File: src/rtl/cgfn_pkg.sv
// Shared types, constants and S-box/GF(2^8) helpers for the CLEFIA GFN4 core.
`default_nettype none
package cgfn_pkg;

  localparam int ROUNDS_W = 5;
  localparam logic [ROUNDS_W-1:0] ROUNDS_RESET = 5'd18;

  localparam logic [1:0] FN_LOAD = 2'd0;
  localparam logic [1:0] FN_ENC  = 2'd1;
  localparam logic [1:0] FN_DEC  = 2'd2;

  localparam logic [7:0] POLY_LOW = 8'h1D;

  typedef enum logic [1:0] {
    ST_IDLE,
    ST_ROUND,
    ST_FIN
  } state_t;

  typedef struct packed {
    logic wr_en;
    logic wr_odd;
    logic rd_en;
  } kmem_ctl_t;

  localparam logic [3:0] NIB_A [16] = '{4'he, 4'h6, 4'hc, 4'ha, 4'h8, 4'h7, 4'h2, 4'hf,
                                        4'hb, 4'h1, 4'h4, 4'h0, 4'h5, 4'h9, 4'hd, 4'h3};
  localparam logic [3:0] NIB_B [16] = '{4'h6, 4'h4, 4'h0, 4'hd, 4'h2, 4'hb, 4'ha, 4'h3,
                                        4'h9, 4'hc, 4'he, 4'hf, 4'h8, 4'h7, 4'h5, 4'h1};
  localparam logic [3:0] NIB_C [16] = '{4'hb, 4'h8, 4'h5, 4'he, 4'ha, 4'h6, 4'h4, 4'hc,
                                        4'hf, 4'h7, 4'h2, 4'h3, 4'h1, 4'h0, 4'hd, 4'h9};
  localparam logic [3:0] NIB_D [16] = '{4'ha, 4'h2, 4'h6, 4'hd, 4'h3, 4'h4, 4'h5, 4'he,
                                        4'h0, 4'h7, 4'h8, 4'h9, 4'hb, 4'hf, 4'hc, 4'h1};

  // Diffusion matrices, row-major; index 0 is M0 (F0), index 1 is M1 (F1).
  localparam logic [3:0] MIX [2][16] = '{
    '{4'd1, 4'd2, 4'd4, 4'd6, 4'd2, 4'd1, 4'd6, 4'd4,
      4'd4, 4'd6, 4'd1, 4'd2, 4'd6, 4'd4, 4'd2, 4'd1},
    '{4'd1, 4'd8, 4'd2, 4'd10, 4'd8, 4'd1, 4'd10, 4'd2,
      4'd2, 4'd10, 4'd1, 4'd8, 4'd10, 4'd2, 4'd8, 4'd1}
  };

  localparam logic [7:0] SBOX1 [256] = '{
    8'h6c,8'hda,8'hc3,8'he9,8'h4e,8'h9d,8'h0a,8'h3d,8'hb8,8'h36,8'hb4,8'h38,8'h13,8'h34,8'h0c,8'hd9,
    8'hbf,8'h74,8'h94,8'h8f,8'hb7,8'h9c,8'he5,8'hdc,8'h9e,8'h07,8'h49,8'h4f,8'h98,8'h2c,8'hb0,8'h93,
    8'h12,8'heb,8'hcd,8'hb3,8'h92,8'he7,8'h41,8'h60,8'he3,8'h21,8'h27,8'h3b,8'he6,8'h19,8'hd2,8'h0e,
    8'h91,8'h11,8'hc7,8'h3f,8'h2a,8'h8e,8'ha1,8'hbc,8'h2b,8'hc8,8'hc5,8'h0f,8'h5b,8'hf3,8'h87,8'h8b,
    8'hfb,8'hf5,8'hde,8'h20,8'hc6,8'ha7,8'h84,8'hce,8'hd8,8'h65,8'h51,8'hc9,8'ha4,8'hef,8'h43,8'h53,
    8'h25,8'h5d,8'h9b,8'h31,8'he8,8'h3e,8'h0d,8'hd7,8'h80,8'hff,8'h69,8'h8a,8'hba,8'h0b,8'h73,8'h5c,
    8'h6e,8'h54,8'h15,8'h62,8'hf6,8'h35,8'h30,8'h52,8'ha3,8'h16,8'hd3,8'h28,8'h32,8'hfa,8'haa,8'h5e,
    8'hcf,8'hea,8'hed,8'h78,8'h33,8'h58,8'h09,8'h7b,8'h63,8'hc0,8'hc1,8'h46,8'h1e,8'hdf,8'ha9,8'h99,
    8'h55,8'h04,8'hc4,8'h86,8'h39,8'h77,8'h82,8'hec,8'h40,8'h18,8'h90,8'h97,8'h59,8'hdd,8'h83,8'h1f,
    8'h9a,8'h37,8'h06,8'h24,8'h64,8'h7c,8'ha5,8'h56,8'h48,8'h08,8'h85,8'hd0,8'h61,8'h26,8'hca,8'h6f,
    8'h7e,8'h6a,8'hb6,8'h71,8'ha0,8'h70,8'h05,8'hd1,8'h45,8'h8c,8'h23,8'h1c,8'hf0,8'hee,8'h89,8'had,
    8'h7a,8'h4b,8'hc2,8'h2f,8'hdb,8'h5a,8'h4d,8'h76,8'h67,8'h17,8'h2d,8'hf4,8'hcb,8'hb1,8'h4a,8'ha8,
    8'hb5,8'h22,8'h47,8'h3a,8'hd5,8'h10,8'h4c,8'h72,8'hcc,8'h00,8'hf9,8'he0,8'hfd,8'he2,8'hfe,8'hae,
    8'hf8,8'h5f,8'hab,8'hf1,8'h1b,8'h42,8'h81,8'hd6,8'hbe,8'h44,8'h29,8'ha6,8'h57,8'hb9,8'haf,8'hf2,
    8'hd4,8'h75,8'h66,8'hbb,8'h68,8'h9f,8'h50,8'h02,8'h01,8'h3c,8'h7f,8'h8d,8'h1a,8'h88,8'hbd,8'hac,
    8'hf7,8'he4,8'h79,8'h96,8'ha2,8'hfc,8'h6d,8'hb2,8'h6b,8'h03,8'he1,8'h2e,8'h7d,8'h14,8'h95,8'h1d
  };

  function automatic logic [7:0] xtime(input logic [7:0] b);
    return {b[6:0], 1'b0} ^ (b[7] ? POLY_LOW : 8'h00);
  endfunction

  // Multiply by a 4-bit constant in GF(2^8).
  function automatic logic [7:0] gmulc(input logic [7:0] b, input logic [3:0] c);
    logic [7:0] acc;
    logic [7:0] t;
    acc = 8'h00;
    t   = b;
    for (int i = 0; i < 4; i++) begin
      if (c[i]) acc = acc ^ t;
      t = xtime(t);
    end
    return acc;
  endfunction

  function automatic logic [3:0] twice4(input logic [3:0] v);
    return {v[2:0], 1'b0} ^ (v[3] ? 4'h3 : 4'h0);
  endfunction

  function automatic logic [7:0] sbox0(input logic [7:0] x);
    logic [3:0] hi;
    logic [3:0] lo;
    logic [3:0] u0;
    logic [3:0] u1;
    hi = NIB_A[x[7:4]];
    lo = NIB_B[x[3:0]];
    u0 = hi ^ twice4(lo);
    u1 = twice4(hi) ^ lo;
    return {NIB_C[u0], NIB_D[u1]};
  endfunction

endpackage
`default_nettype wire

File: src/rtl/cgfn_if.sv
// Valid/ready channel interfaces for the input and result items.
`default_nettype none
interface cgfn_in_if;
  logic        valid;
  logic        ready;
  logic [1:0]  func;
  logic [5:0]  key_index;
  logic [31:0] key_word;
  logic [31:0] in_word0;
  logic [31:0] in_word1;
  logic [31:0] in_word2;
  logic [31:0] in_word3;

  modport source(output valid, func, key_index, key_word, in_word0, in_word1, in_word2,
                 in_word3, input ready);
  modport sink(input valid, func, key_index, key_word, in_word0, in_word1, in_word2,
               in_word3, output ready);
endinterface

interface cgfn_out_if;
  logic        valid;
  logic        ready;
  logic [31:0] out_word0;
  logic [31:0] out_word1;
  logic [31:0] out_word2;
  logic [31:0] out_word3;

  modport source(output valid, out_word0, out_word1, out_word2, out_word3, input ready);
  modport sink(input valid, out_word0, out_word1, out_word2, out_word3, output ready);
endinterface
`default_nettype wire

File: src/rtl/clefia_gfn4_data_rounds.sv
// CLEFIA GFN4 data-round core: top level with round sequencer and result register.
// Load item: written to the key memory if key_index is below 2*MAX_ROUNDS, no result.
// Encrypt/decrypt item: r = min(rounds, MAX_ROUNDS) rounds at one round per cycle, set by
// the one-pair-per-cycle read of the key memory; the result is registered from ST_FIN.
// Items are accepted only in ST_IDLE, after the last result is registered, even while it waits.
// Synchronous reset clears control and sets rounds to 18; the key memory is not cleared.
`default_nettype none
module clefia_gfn4_data_rounds import cgfn_pkg::*; #(
  parameter int MAX_ROUNDS = 26
) (
  input  logic                clk,
  input  logic                rst,
  cgfn_in_if.sink             in_ch,
  cgfn_out_if.source          out_ch,
  input  logic                cfg_we,
  input  logic [ROUNDS_W-1:0] cfg_wdata
);

  localparam int AW          = (MAX_ROUNDS > 1) ? $clog2(MAX_ROUNDS) : 1;
  localparam int CW          = $clog2(MAX_ROUNDS + 1);
  localparam int STORE_DEPTH = 2 * MAX_ROUNDS;

  state_t              state;
  state_t              state_next;
  logic [ROUNDS_W-1:0] rounds;
  logic [CW-1:0]       r_sat;
  logic [CW-1:0]       left;
  logic [AW-1:0]       kaddr;
  logic [AW-1:0]       kaddr_step;
  logic [AW-1:0]       kaddr_first;
  logic [AW-1:0]       rd_addr;
  logic                dec;
  logic [31:0]         t0, t1, t2, t3;
  logic [31:0]         f0, f1, u1, u3;
  logic [31:0]         k_even, k_odd;
  logic                in_acc;
  logic                run;
  logic                last;
  logic                out_free;
  logic                out_valid;
  logic [31:0]         o0, o1, o2, o3;
  kmem_ctl_t           kctl;

  assign in_acc   = in_ch.valid && in_ch.ready;
  assign run      = in_acc && (in_ch.func == FN_ENC || in_ch.func == FN_DEC);
  assign last     = (left == CW'(1));
  assign out_free = !out_valid || out_ch.ready;

  always_comb begin
    if (int'(rounds) > MAX_ROUNDS) r_sat = CW'(MAX_ROUNDS);
    else r_sat = CW'(rounds);
  end

  assign kaddr_first = (in_ch.func == FN_DEC) ? AW'(r_sat - CW'(1)) : '0;
  assign kaddr_step  = dec ? kaddr - AW'(1) : kaddr + AW'(1);

  always_ff @(posedge clk) begin
    if (rst) rounds <= ROUNDS_RESET;
    else if (cfg_we) rounds <= cfg_wdata;
  end

  // next state
  always_comb begin
    state_next = state;
    unique case (state)
      ST_IDLE: begin
        if (run) state_next = (r_sat == '0) ? ST_FIN : ST_ROUND;
      end
      ST_ROUND: begin
        if (last) state_next = ST_FIN;
      end
      ST_FIN: begin
        if (out_free) state_next = ST_IDLE;
      end
      default: state_next = ST_IDLE;
    endcase
  end

  // outputs
  always_comb begin
    in_ch.ready = 1'b0;
    kctl.rd_en  = 1'b0;
    kctl.wr_en  = 1'b0;
    kctl.wr_odd = in_ch.key_index[0];
    rd_addr     = kaddr_step;
    unique case (state)
      ST_IDLE: begin
        in_ch.ready = 1'b1;
        rd_addr     = kaddr_first;
        kctl.rd_en  = in_ch.valid && (in_ch.func == FN_ENC || in_ch.func == FN_DEC) &&
                      (r_sat != '0);
        kctl.wr_en  = in_ch.valid && in_ch.func == FN_LOAD &&
                      int'(in_ch.key_index) < STORE_DEPTH;
      end
      ST_ROUND: begin
        kctl.rd_en = !last;
      end
      ST_FIN: begin
        kctl.rd_en = 1'b0;
      end
      default: begin
        kctl.rd_en = 1'b0;
      end
    endcase
  end

  always_ff @(posedge clk) begin
    if (rst) state <= ST_IDLE;
    else state <= state_next;
  end

  cgfn_key_mem #(
    .DEPTH (MAX_ROUNDS),
    .AW    (AW)
  ) u_key_mem (
    .clk     (clk),
    .ctl     (kctl),
    .wr_addr (in_ch.key_index[AW:1]),
    .wr_data (in_ch.key_word),
    .rd_addr (rd_addr),
    .rd_even (k_even),
    .rd_odd  (k_odd)
  );

  cgfn_ffunc #(.IS_F1(1'b0)) u_f0 (.key(k_even), .x(t0), .y(f0));
  cgfn_ffunc #(.IS_F1(1'b1)) u_f1 (.key(k_odd), .x(t2), .y(f1));

  assign u1 = t1 ^ f0;
  assign u3 = t3 ^ f1;

  // branch registers and round sequencing
  always_ff @(posedge clk) begin
    if (state == ST_IDLE && run) begin
      t0    <= in_ch.in_word0;
      t1    <= in_ch.in_word1;
      t2    <= in_ch.in_word2;
      t3    <= in_ch.in_word3;
      dec   <= (in_ch.func == FN_DEC);
      left  <= r_sat;
      kaddr <= kaddr_first;
    end else if (state == ST_ROUND) begin
      left  <= left - CW'(1);
      kaddr <= kaddr_step;
      if (dec) begin
        t0 <= u3;
        t1 <= t0;
        t2 <= u1;
        t3 <= t2;
      end else begin
        t0 <= u1;
        t1 <= t2;
        t2 <= u3;
        t3 <= t0;
      end
    end
  end

  // result register
  always_ff @(posedge clk) begin
    if (rst) begin
      out_valid <= 1'b0;
    end else if (state == ST_FIN && out_free) begin
      out_valid <= 1'b1;
    end else if (out_ch.ready) begin
      out_valid <= 1'b0;
    end
  end

  always_ff @(posedge clk) begin
    if (state == ST_FIN && out_free) begin
      if (dec) begin
        o0 <= t1;
        o1 <= t2;
        o2 <= t3;
        o3 <= t0;
      end else begin
        o0 <= t3;
        o1 <= t0;
        o2 <= t1;
        o3 <= t2;
      end
    end
  end

  assign out_ch.valid     = out_valid;
  assign out_ch.out_word0 = o0;
  assign out_ch.out_word1 = o1;
  assign out_ch.out_word2 = o2;
  assign out_ch.out_word3 = o3;

  a_left_range: assert property (@(posedge clk) disable iff (rst)
    state == ST_ROUND |-> (left != '0 && int'(left) <= MAX_ROUNDS))
    else $error("round counter out of range");

  a_rd_addr_range: assert property (@(posedge clk) disable iff (rst)
    kctl.rd_en |-> int'(rd_addr) < MAX_ROUNDS)
    else $error("key read address beyond store");

  a_result_from_fin: assert property (@(posedge clk) disable iff (rst)
    $rose(out_valid) |-> $past(state) == ST_FIN)
    else $error("result raised outside final state");

  a_no_write_busy: assert property (@(posedge clk) disable iff (rst)
    kctl.wr_en |-> in_ch.ready && state == ST_IDLE)
    else $error("key write while rounds in progress");

endmodule
`default_nettype wire

File: src/rtl/cgfn_key_mem.sv
// Round-key memory: even and odd key banks, one write port, registered read of a pair.
`default_nettype none
module cgfn_key_mem import cgfn_pkg::*; #(
  parameter int DEPTH = 26,
  parameter int AW    = 5
) (
  input  logic          clk,
  input  kmem_ctl_t     ctl,
  input  logic [AW-1:0] wr_addr,
  input  logic [31:0]   wr_data,
  input  logic [AW-1:0] rd_addr,
  output logic [31:0]   rd_even,
  output logic [31:0]   rd_odd
);

  logic [31:0] mem_even [DEPTH];
  logic [31:0] mem_odd  [DEPTH];

  always_ff @(posedge clk) begin
    if (ctl.wr_en && !ctl.wr_odd) mem_even[wr_addr] <= wr_data;
    if (ctl.wr_en && ctl.wr_odd) mem_odd[wr_addr] <= wr_data;
  end

  always_ff @(posedge clk) begin
    if (ctl.rd_en) begin
      rd_even <= mem_even[rd_addr];
      rd_odd  <= mem_odd[rd_addr];
    end
  end

endmodule
`default_nettype wire

File: src/rtl/cgfn_ffunc.sv
// CLEFIA F-function: key add, S0/S1 layer, diffusion matrix M0 (F0) or M1 (F1).
`default_nettype none
module cgfn_ffunc import cgfn_pkg::*; #(
  parameter bit IS_F1 = 1'b0
) (
  input  logic [31:0] key,
  input  logic [31:0] x,
  output logic [31:0] y
);

  localparam int MSEL = IS_F1 ? 1 : 0;

  always_comb begin
    logic [31:0] v;
    logic [7:0]  b [4];
    logic [7:0]  acc;
    logic        use_s1;
    v = key ^ x;
    y = '0;
    for (int k = 0; k < 4; k++) begin
      use_s1 = ((k % 2) == 0) ? IS_F1 : !IS_F1;
      b[k] = use_s1 ? SBOX1[v[31-8*k -: 8]] : sbox0(v[31-8*k -: 8]);
    end
    for (int j = 0; j < 4; j++) begin
      acc = 8'h00;
      for (int k = 0; k < 4; k++) begin
        acc = acc ^ gmulc(b[k], MIX[MSEL][j*4+k]);
      end
      y[31-8*j -: 8] = acc;
    end
  end

endmodule
`default_nettype wire
File: src/flat_wrapper.sv
// flat-port wrapper written by rule: the top's interface ports become plain ports
module clefia_gfn4_data_rounds_flat import cgfn_pkg::*;
#(
  parameter int MAX_ROUNDS = 26
)
  (clk, rst, cfg_we, cfg_wdata, in_ch_valid, in_ch_func, in_ch_key_index, in_ch_key_word, in_ch_in_word0, in_ch_in_word1, in_ch_in_word2, in_ch_in_word3, in_ch_ready, out_ch_valid, out_ch_out_word0, out_ch_out_word1, out_ch_out_word2, out_ch_out_word3, out_ch_ready);
  cgfn_in_if in_ch_i ();
  cgfn_out_if out_ch_i ();
  input  logic clk;
  input  logic rst;
  input  logic cfg_we;
  input  logic [ROUNDS_W-1:0] cfg_wdata;
  input wire logic [$bits(in_ch_i.valid)-1:0] in_ch_valid;
  input wire logic [$bits(in_ch_i.func)-1:0] in_ch_func;
  input wire logic [$bits(in_ch_i.key_index)-1:0] in_ch_key_index;
  input wire logic [$bits(in_ch_i.key_word)-1:0] in_ch_key_word;
  input wire logic [$bits(in_ch_i.in_word0)-1:0] in_ch_in_word0;
  input wire logic [$bits(in_ch_i.in_word1)-1:0] in_ch_in_word1;
  input wire logic [$bits(in_ch_i.in_word2)-1:0] in_ch_in_word2;
  input wire logic [$bits(in_ch_i.in_word3)-1:0] in_ch_in_word3;
  output wire logic [$bits(in_ch_i.ready)-1:0] in_ch_ready;
  output wire logic [$bits(out_ch_i.valid)-1:0] out_ch_valid;
  output wire logic [$bits(out_ch_i.out_word0)-1:0] out_ch_out_word0;
  output wire logic [$bits(out_ch_i.out_word1)-1:0] out_ch_out_word1;
  output wire logic [$bits(out_ch_i.out_word2)-1:0] out_ch_out_word2;
  output wire logic [$bits(out_ch_i.out_word3)-1:0] out_ch_out_word3;
  input wire logic [$bits(out_ch_i.ready)-1:0] out_ch_ready;
  assign in_ch_i.valid = in_ch_valid;
  assign in_ch_i.func = in_ch_func;
  assign in_ch_i.key_index = in_ch_key_index;
  assign in_ch_i.key_word = in_ch_key_word;
  assign in_ch_i.in_word0 = in_ch_in_word0;
  assign in_ch_i.in_word1 = in_ch_in_word1;
  assign in_ch_i.in_word2 = in_ch_in_word2;
  assign in_ch_i.in_word3 = in_ch_in_word3;
  assign in_ch_ready = in_ch_i.ready;
  assign out_ch_valid = out_ch_i.valid;
  assign out_ch_out_word0 = out_ch_i.out_word0;
  assign out_ch_out_word1 = out_ch_i.out_word1;
  assign out_ch_out_word2 = out_ch_i.out_word2;
  assign out_ch_out_word3 = out_ch_i.out_word3;
  assign out_ch_i.ready = out_ch_ready;
  clefia_gfn4_data_rounds #(.MAX_ROUNDS(MAX_ROUNDS)) u_core (.clk(clk), .rst(rst), .in_ch(in_ch_i), .out_ch(out_ch_i), .cfg_we(cfg_we), .cfg_wdata(cfg_wdata));
endmodule
File: config.mk
export PLATFORM = sky130hd
export DESIGN_NAME = clefia_gfn4_data_rounds_flat
export DESIGN_NICKNAME = d
export VERILOG_FILES = /design/src/rtl/cgfn_pkg.sv /design/src/rtl/cgfn_if.sv /design/src/rtl/clefia_gfn4_data_rounds.sv /design/src/rtl/cgfn_key_mem.sv /design/src/rtl/cgfn_ffunc.sv /design/src/flat_wrapper.sv
export SDC_FILE = /design/constraint.sdc
export NUM_CORES = 2
export LEC_CHECK = 0
export BUFFER_PORTS_ARGS = -buffer_cell sky130_fd_sc_hd__buf_2
export CORE_MARGIN = 3
export CORE_UTILIZATION = 25
export CTS_CLUSTER_DIAMETER = 40
export CTS_CLUSTER_SIZE = 10
export DETAILED_ROUTE_END_ITERATION = 7
export HOLD_SLACK_MARGIN = 0.12
export PLACE_DENSITY = 0.5
export SLEW_MARGIN = 20
export SYNTH_ARGS = -nofsm -noshare
export SYNTH_HDL_FRONTEND = slang
export SYNTH_SLANG_ARGS = --single-unit
File: constraint.sdc
create_clock -name clk -period 10.08 [get_ports clk]
set_input_delay 1.512 -clock clk [delete_from_list [all_inputs] [get_ports clk]]
set_output_delay 1.512 -clock clk [all_outputs]
set_load 0.05 [all_outputs]
==> flow_summary.yaml <==
timing:
  setup_violations: 0
  max_freq_mhz: 164
  fin_skew_ns: 0.0539
  rsz0062_at_grt: "false"
  final_max_slew_viol_count: 0
  fin_crit_sh_pct: 60.4
  slew_headroom_pct: 26.3
  setup_tns_ns: 0
  finalHoldViolCount: 0
  tightest_slew_ns: 1.11
  finalCriticalPeriod_ns: 6.09
global_route:
  antenna_found_initial: 27
  grt_pass1_wl_um: 539000
  grt_max_degree: 162
  overflow: 0
  track_usage_pct: 17.9
  grt_pass1_vias: 71900
synthesis:
  syn_area_per_cell_um2: 11.5
  synthXorXnorAreaFrac_pct: 4.48
  synth_most_common_cell: "edfxtp_1"
  yosysWarningCount: 0
  ys_top_cells_by_count: "edfxtp_1, nand2_1, clkbuf_1"
  async_reset_ff_share_pct: 0
  synthSimpleGateAreaFrac_pct: 13.7
  ys_ff_latch: 2003
  synth_compound_area_share_pct: 12.8
  synth_cells: 8686
  synth.largest_area_cell: "edfxtp_1"
  ys_types: 106
  synth_top_cell_area_share_pct: 60.0
  syn_area_um2: 99800
  synthFlopType: "edfxtp_1"
  synth_top_family_by_area: "simple AND/OR/NAND/NOR gates"
  ys_seq_area_share_pct: 60.2
  synthTopCellsByArea: "edfxtp_1, nand2_1, a311oi_1"
  syn-num-nets: 9013
  synth-adder-area-share_pct: 1.89
  synth-edff-count: 1995
  synth.mux.area_fraction_pct: 3.85
detailed_routing:
  firstDrtPassIters: 6
  num_vias: 75400
  drt-total-wl_um: 380000
  drc: 0
  antenna_left: 0
  drt_iter0_markers: 8452
  routedWlPerCell_um: 26.6
  vias_per_cell: 5.27
die:
  num_rows: 231
  die_h_um: 638
  start_util_pct: 25.2
  ios: 308
  die-area_um2: 407000
  core_area_um2: 397000
  die_w_um: 638
clock_tree:
  clockBufferDepth: 4
  clock_latency_ns: 0.87
  postCtsSetupBuffers: 0
  ctsHoldBuffers: 0
  cts_max_level: 5
  path_clk_slew_ns: 0.05
  cts_inserted_buffers: 303
  cts_resized: 0
  cts_tree: "built"
  cts-root-buf: "clkbuf_16"
  clock-sinks: 2003
min_path:
  hold_class: "reg2reg"
  whs_path_depth: 2
placed_design:
  place.gp.congestion: 0.937
  post-dp-hpwl_um: 239000
  portBuffers: 307
setup_path:
  crit_top_cell: "nor2_1"
  cp_top_family: "simple AND/OR/NAND/NOR gates"
  r2r_cells: 16
  cp_slowest_cell: "nor2_1"
  cp.arrival_ns: 6.68
  critPathCaptureType: "flop"
  critPathLaunchType: "flop"
  required_ns: 10.67
  critPathMaxFanout: 26
  path_class: "reg2reg"
  cp_num_buf_inv: 3
  crit_chain: "xor2_2, buf_4, inv_2, ha_1, clkinv_1, nor2_1, o21a_1, nor4_1, and4b_1, or4_4, nor4b_1, a2111oi_4, xnor2_1, nor2_1, nor3b_1, a21oi_1"
  max_stage_delay_ns: 0.90
  path_depth: 16
run_status:
  status: "finished, final reports clean"
final_layout:
  fill_cells: 40300
  nNetsFinal: 9154
  area_delta_synth_final_pct: 18.1
  drive_gt1_share_pct: 15.1
flow_run:
  drv_cap: 0
worst paths after layout:
path	startpoint	end	slack [ns]
worst min-delay path	u_core.rounds[0]$_SDFFE_PP0P_	u_core.rounds[0]$_SDFFE_PP0P_	0.56
worst min register to register	u_core.rounds[0]$_SDFFE_PP0P_	u_core.rounds[0]$_SDFFE_PP0P_	0.56
worst max register to register	u_core.t0[0]$_DFFE_PP_	u_core.t0[19]$_DFFE_PP_	3.99
worst max-delay path	u_core.t0[0]$_DFFE_PP_	u_core.t0[19]$_DFFE_PP_	3.99
cell families after synthesis:
group,Yosys count
and+or+nand+nor,3215
xor gates and xnor gates,464
adders and majority gates,150
DFF,2003
AOI/OAI and AO/OA,1770
buffers and inverters,775
muxes,309
layout by cell type (no fill, tap or decap), types with 28 or more instances in the layout:
master,count
a21o_1,80
edfxtp_1,1995
clkinv_2,44
clkbuf_16,310
nor3_1,101
nor2_1,279
xnor2_2,28
nand2_1,1979
a311oi_1,366
xor2_1,115
inv_1,83
a21oi_1,255
clkbuf_1,47
o221ai_1,48
o22ai_1,39
a211oi_1,127
buf_2,307
o21ai_0,252
mux2i_1,67
nand3_1,475
o211ai_1,69
a221oi_1,40
nor2_4,52
xnor2_1,274
mux4_2,34
mux2_2,200
clkinv_1,49
and3_1,198
o311ai_0,34
ha_1,148
a31oi_1,196
buf_4,180
bufinv_16,28
final cells by class:
| cell class | count | area (um2) | share of cell area (%) |
|---|---|---|---|
| flip-flops and latches | 2003 | 60100 | 51.0 |
| multi-input cells | 5908 | 37600 | 31.9 |
| clock buffers | 359 | 7960 | 6.76 |
| well taps | 5242 | 6560 | 5.57 |
| repair buffers | 514 | 3430 | 2.91 |
| clock inverters | 166 | 1830 | 1.55 |
| inverters | 97 | 364 | 0.309 |
| diodes | 17 | 42.5 | 0.0361 |
worst register-to-register path, stage by stage (launching register included):
cell	delay [ns]
edfxtp_1	0.45
xor2_2	0.20
buf_4	0.25
inv_2	0.46
ha_1	0.28
clkinv_1	0.43
nor2_1	0.91
o21a_1	0.28
nor4_1	0.06
and4b_1	0.45
or4_4	0.26
nor4b_1	0.49
a2111oi_4	0.15
xnor2_1	0.60
nor2_1	0.11
nor3b_1	0.33
a21oi_1	0.13
state kept, by name (all words and copies together), names as in the netlist:
signal                     count
u_core.dec                     1
u_core.kaddr                   5
u_core.left                    5
u_core.out_ch.out_word0       32
u_core.out_ch.out_word1       32
u_core.out_ch.out_word2       32
u_core.out_ch.out_word3       32
u_core.out_ch.valid            1
u_core.rounds                  5
u_core.state                   2
u_core.t0                     32
u_core.t1                     32
u_core.t2                     32
u_core.t3                     32
u_core.u_key_mem.mem_even    832
u_core.u_key_mem.mem_odd     832
u_core.u_key_mem.rd_even      32
u_core.u_key_mem.rd_odd       32
through the flow:
stage / setup slack (ns) / cells / area [um2] / util (%) / hold WS (ns)
CTS: 4.07 / 14300 / 118000 / 29.7 / 0.560
floorplan: 2.17 / 8686 / 99800 / - / 0.478
global placement: 4.06 / 13800 / 108000 / 27.2 / 0.517
global route: 3.90 / 14300 / 118000 / 29.7 / 0.586
detailed placement: 4.10 / 13800 / 108000 / 27.2 / 0.553
finish: 3.99 / 14300 / 118000 / 29.7 / 0.555
per-layer routing:
layer / GRT usage, % / up-vias / routed length, um
li1: - / 32900 / -
met1: 25.3 / 38500 / 167000
met2: 27.8 / 3368 / 171000
met3: 2.66 / 613 / 28100
met4: 5.91 / 16 / 13200
met5: 0 / - / 115
Power is left out: the tool's default activity adds up to more than one toggle a clock period on the data nets, which glitch-free logic cannot reach.
